--- config.mk ---
export PLATFORM = sky130hd
export DESIGN_NAME = svmrc_sqrt
export DESIGN_NICKNAME = d
export VERILOG_FILES = /design/src/rtl/core/svmrc_pkg.sv /design/src/rtl/core/svmrc_sqrt.sv
export SDC_FILE = /design/constraint.sdc
export NUM_CORES = 2
export LEC_CHECK = 0
export BUFFER_PORTS_ARGS = -buffer_cell sky130_fd_sc_hd__buf_4
export CAP_MARGIN = 10
export CELL_PAD_IN_SITES_DETAIL_PLACEMENT = 2
export CELL_PAD_IN_SITES_GLOBAL_PLACEMENT = 2
export CORE_AREA = 4 4 581 439
export CTS_BUF_LIST = sky130_fd_sc_hd__clkbuf_8
export CTS_CLUSTER_SIZE = 10
export DETAILED_ROUTE_END_ITERATION = 7
export DIE_AREA = 0 0 585 443
export GPL_TIMING_DRIVEN = 0
export PLACE_DENSITY = 0.83
export REMOVE_ABC_BUFFERS = 1
export SLEW_MARGIN = 40
export SYNTH_ARGS = -nofsm -noshare
export SYNTH_HDL_FRONTEND = slang
export SYNTH_MEMORY_MAX_BITS = 65536
export SYNTH_SLANG_ARGS = --single-unit
--- constraint.sdc ---
create_clock -name clk -period 8.7 [get_ports clk]
set_clock_uncertainty 0.05 [all_clocks]
set_input_delay 2.175 -clock clk [delete_from_list [all_inputs] [get_ports clk]]
set_output_delay 2.175 -clock clk [all_outputs]
set_load 0.01 [all_outputs]
--- src/rtl/core/svmrc_pkg.sv ---
// ----------------------------------------------------------------------------
// svmrc_pkg: shared constants of the stick merge radial clamp
// Fixed formats used by the merge and final clamp stages.
// ----------------------------------------------------------------------------
package svmrc_pkg;

  localparam int MERGE_FRAC = 8;
  localparam int MW = 26;

endpackage

--- src/rtl/core/svmrc_sqrt.sv ---
// ----------------------------------------------------------------------------
// svmrc_sqrt: pipelined integer square root
// One root bit per register stage, floor result, payload carried alongside.
// ----------------------------------------------------------------------------
module svmrc_sqrt
  import svmrc_pkg::*;
#(
  parameter int VW = 64,
  parameter int PW = 1
) (
  input  logic            clk,
  input  logic            rst,
  input  logic            adv,
  input  logic            in_valid,
  input  logic [VW-1:0]   val,
  input  logic [PW-1:0]   in_pay,
  output logic            out_valid,
  output logic [VW/2-1:0] root,
  output logic [PW-1:0]   out_pay
);

  localparam int HW = VW / 2;
  localparam int RW = HW + 3;

  logic          vld [HW];
  logic [RW-1:0] rem [HW];
  logic [HW-1:0] res [HW];
  logic [VW-1:0] vv  [HW];
  logic [PW-1:0] pp  [HW];

  for (genvar i = 0; i < HW; i++) begin : g_st
    logic          v_i;
    logic [RW-1:0] rem_i;
    logic [HW-1:0] res_i;
    logic [VW-1:0] vv_i;
    logic [PW-1:0] p_i;
    logic [RW-1:0] sh;
    logic [RW-1:0] trial;
    logic          ge;

    if (i == 0) begin : g_first
      assign v_i   = in_valid;
      assign rem_i = '0;
      assign res_i = '0;
      assign vv_i  = val;
      assign p_i   = in_pay;
    end else begin : g_next
      assign v_i   = vld[i-1];
      assign rem_i = rem[i-1];
      assign res_i = res[i-1];
      assign vv_i  = vv[i-1];
      assign p_i   = pp[i-1];
    end

    assign sh    = {rem_i[RW-3:0], vv_i[VW-1:VW-2]};
    assign trial = RW'({res_i, 2'b01});
    assign ge    = sh >= trial;

    always_ff @(posedge clk) begin
      if (rst) begin
        vld[i] <= 1'b0;
      end else if (adv) begin
        vld[i] <= v_i;
      end
    end

    always_ff @(posedge clk) begin
      if (adv) begin
        rem[i] <= ge ? (sh - trial) : sh;
        res[i] <= {res_i[HW-2:0], ge};
        vv[i]  <= vv_i << 2;
        pp[i]  <= p_i;
      end
    end
  end

  assign out_valid = vld[HW-1];
  assign root      = res[HW-1];
  assign out_pay   = pp[HW-1];

endmodule

==> summary.txt <==
Floorplan
  • Row count: 159
  • Die X: 585 um
  • I/O pin count: 103
  • Initial Utilization: 0.4776
  • Die Ht: 443 um
  • Total core area: 249500 um^2
  • Die area: 259200 um^2

Timing
  • Setup TNS: 0 ns
  • Final-report hold violation count: 0
  • Period utilization: 0.6394
  • Final Critical Period: 5.563 ns
  • Final Setup Violations: 0
  • Hold WS: 0.3400 ns
  • Achievable Freq: 0.1798 GHz
  • Final-report max-slew violation count: 0
  • RSZ-0062 raised after global routing: false
  • Worst-Margin Slew: 0.9295 ns
  • Rel. slew slack: 0.3766

Layout
  • Nets: 10.29k
  • Post-Route Utilization: 0.5292
  • Final Cell Area: 132000 um^2
  • Area grow syn2layout: 10.79%
  • Layout cells sized above 1: 0.08563

Worst hold path
  • Hold WC Path Type: register to register

Synth
  • Compound-gate portion of the synthesized area: 0.09983
  • Number of enable flip-flop cells after synthesis: 2558
  • YS warnings: 0
  • Synth Area in XOR/XNOR: 0.05807
  • Syn Area/Cell: 12.86 um^2
  • Seq cells post-synth: 2558
  • Cell count after synthesis: 9263
  • Ys flop type: edfxtp_1
  • Post-Synth Simple-Gate Area: 0.1025
  • Combinational family with the most area after synthesis: simple AND/OR/NAND/NOR gates
  • Cell Area, Synth: 119200 um^2
  • Seq/Total Area, Yosys: 0.6447
  • Cell variety after synth: 86
  • Ys async rst share: 0
  • Proportion of synthesized area in mux cells: 0.006973
  • Synth Area in Adders: 0.05891

Run status
  • Failing checks: DRC
  • Status: finished with violations

Routing
  • Avg WL per Cell: 29.53 um
  • WL final: 392100 um
  • DR pass1 iterations: 8
  • DR vias/cell: 6.093
  • Vias: 80.90k
  • DRC: 1
  • Post-DRT Antenna Nets: 0
  • First DRT Iteration DRCs: 7380

Power and ir drop
  • Pwr/cell area: 269.5 nW/um^2
  • LEAKAGE: 50.57 nW
  • Worst VDD drop: 0.1574 mV
  • Total power draw: 35.58 mW

Placed design
  • Final RePlAce weighted congestion: 0.8659
  • Placed Area: 124700 um^2
  • Hpwl dp: 264800 um
  • Port Buf Inserts: 102

Setup path
  • CP Capture Type: register
  • Setup CP Type: register to register
  • Worst Path Required: 9.47 ns
  • Slowest CP cell: a21oi_1
  • Critical path arrival: 6.33 ns
  • Critical-path cell list: inv_1 > ha_1 > nand4_1 > a21oi_1 > o31a_1 > nor3_2 > o211ai_1 > a21oi_1 > o211ai_1 > buf_4 > buf_2 > buf_2 > buf_4 > buf_2 > buf_2 > mux2_2
  • CP delay by family, top: compound AO/OA/AOI/OAI gates
  • Startpoint types: register
  • Worst path buffer plus inverter count: 7
  • Worst Path Max Fanout: 8
  • Most used cell, CP: buf_2
  • Slowest stage delay, CP: 0.61 ns

Flow run
  • Maxcap violations: 0

Clocking
  • CTS tree: done
  • Clock latency on the worst-skew pair: 1.05 ns
  • Setup bufs post-CTS: 0
  • CTS Buf Count: 414
  • CTS sink cnt: 2558
  • Hold-fix buffers at CTS: 0
  • CTS Buffer Depth: 4
  • CTS H-Tree Depth: 5
  • Clock transition at path regs: 0.07 ns
  • Post-CTS resize count: 0
  • CTS Root Cell: clkbuf_8

GRT
  • GRT Overall Usage: 0.2957
  • Vias in the first global route: 89.57k
  • Largest net degree at the start of global routing: 125
  • Total congestion overflow: 0
  • First-pass GRT wire length: 588000 um
  • Antenna violations before repair: 11
## layout make-up
type                       instances  area, um^2
antenna                            4       10.01
clock buffer                     421        5794
inverter                         723        2714
clock inverter                   308        1398
fill                           23530      117500
multi-input combinational       5787       39240
sequential                      2558       76810
tap                             3300        4129
timing repair buffer             176        1917
## path summary, 6_finish.rpt
| check | start | to | slack [ns] | depth (start not counted) |
|---|---|---|---|---|
| hold reg to reg | vv[26][58] | vv[27][60] | 0.34 | 0 |
| hold / removal | vv[26][58] | vv[27][60] | 0.34 | 0 |
| setup reg to reg | res[1][386] | rem[1][461] | 3.14 | 16 |
| setup / recovery | res[1][386] | rem[1][461] | 3.14 | 16 |
## synth_stat cells (94+ instances only)
cell,number,share of area
nor4_1,117,0.0061
nand2b_1,102,0.0054
nand3_1,142,0.0060
clkbuf_1,175,0.0055
a21o_1,229,0.014
xnor2_1,363,0.027
nor3_1,250,0.011
xor2_1,427,0.031
nand4_1,94,0.0049
nor2_1,567,0.018
o21ai_0,513,0.022
o21a_1,101,0.0064
inv_1,718,0.023
ha_1,561,0.059
nand2_1,622,0.020
or3_1,104,0.0055
a21oi_1,565,0.024
edfxtp_1,2558,0.64
## report_power, final
group | switching, mW | internal, mW | total, mW
logic | 5.68 | 3.05 | 8.73
clock network | 5.26 | 4.63 | 9.89
registers | 1.37 | 15.6 | 17.0
## stage by stage
stage               std cells  worst slack, ns
global route            13280            3.004
CTS                     13270            3.069
global placement        12470           -17.68
finish                  13280            3.137
detailed placement      12540            2.678
floorplan                9068            3.340
## cells in the final DEF, fill, tap and decap left out, drive strengths merged, types with 15 or more instances in the layout
master     n
edfxtp  2558
inv      861
nand2    622
nor2     567
a21oi    565
ha       561
o21ai    514
xor2     427
clkbuf   421
xnor2    363
nor3     252
a21o     229
buf      175
clkinv   158
nand3    142
nor4     118
or3      106
nand2b   102
o21a     101
nand4     94
nor2b     88
or4       74
and2      67
mux2      64
o31ai     61
a31oi     58
a211oi    56
o211ai    55
o21bai    55
and3      53
or2       53
nand3b    25
nor3b     19
o31a      18
and4      17
a31o      16
nand4b    15
o41ai     15
## registers in the layout, indices dropped and copies added (netlist names)
name,flops
pp,32
vld,32
res,528
rem,974
vv,992
## routing by layer
metal,global-route usage,part of all wire
met5,0,0.000069
met4,0.1357,0.052
met3,0.03919,0.048
met1,0.3584,0.39
met2,0.5232,0.51
## cell families (layout without fill, tap and decap cells)
logic type                 after synthesis  after routing
other                                    1              5
AOI/OAI and AO/OA                     1913           1913
adders and majority gates              561            561
and+or+nand+nor                       2447           2447
muxes                                   75             75
DFF                                   2558           2558
buffers and inverters                  918           1628
xor gates and xnor gates               790            790
No activity file was read; power rests on OpenSTA's default activity.
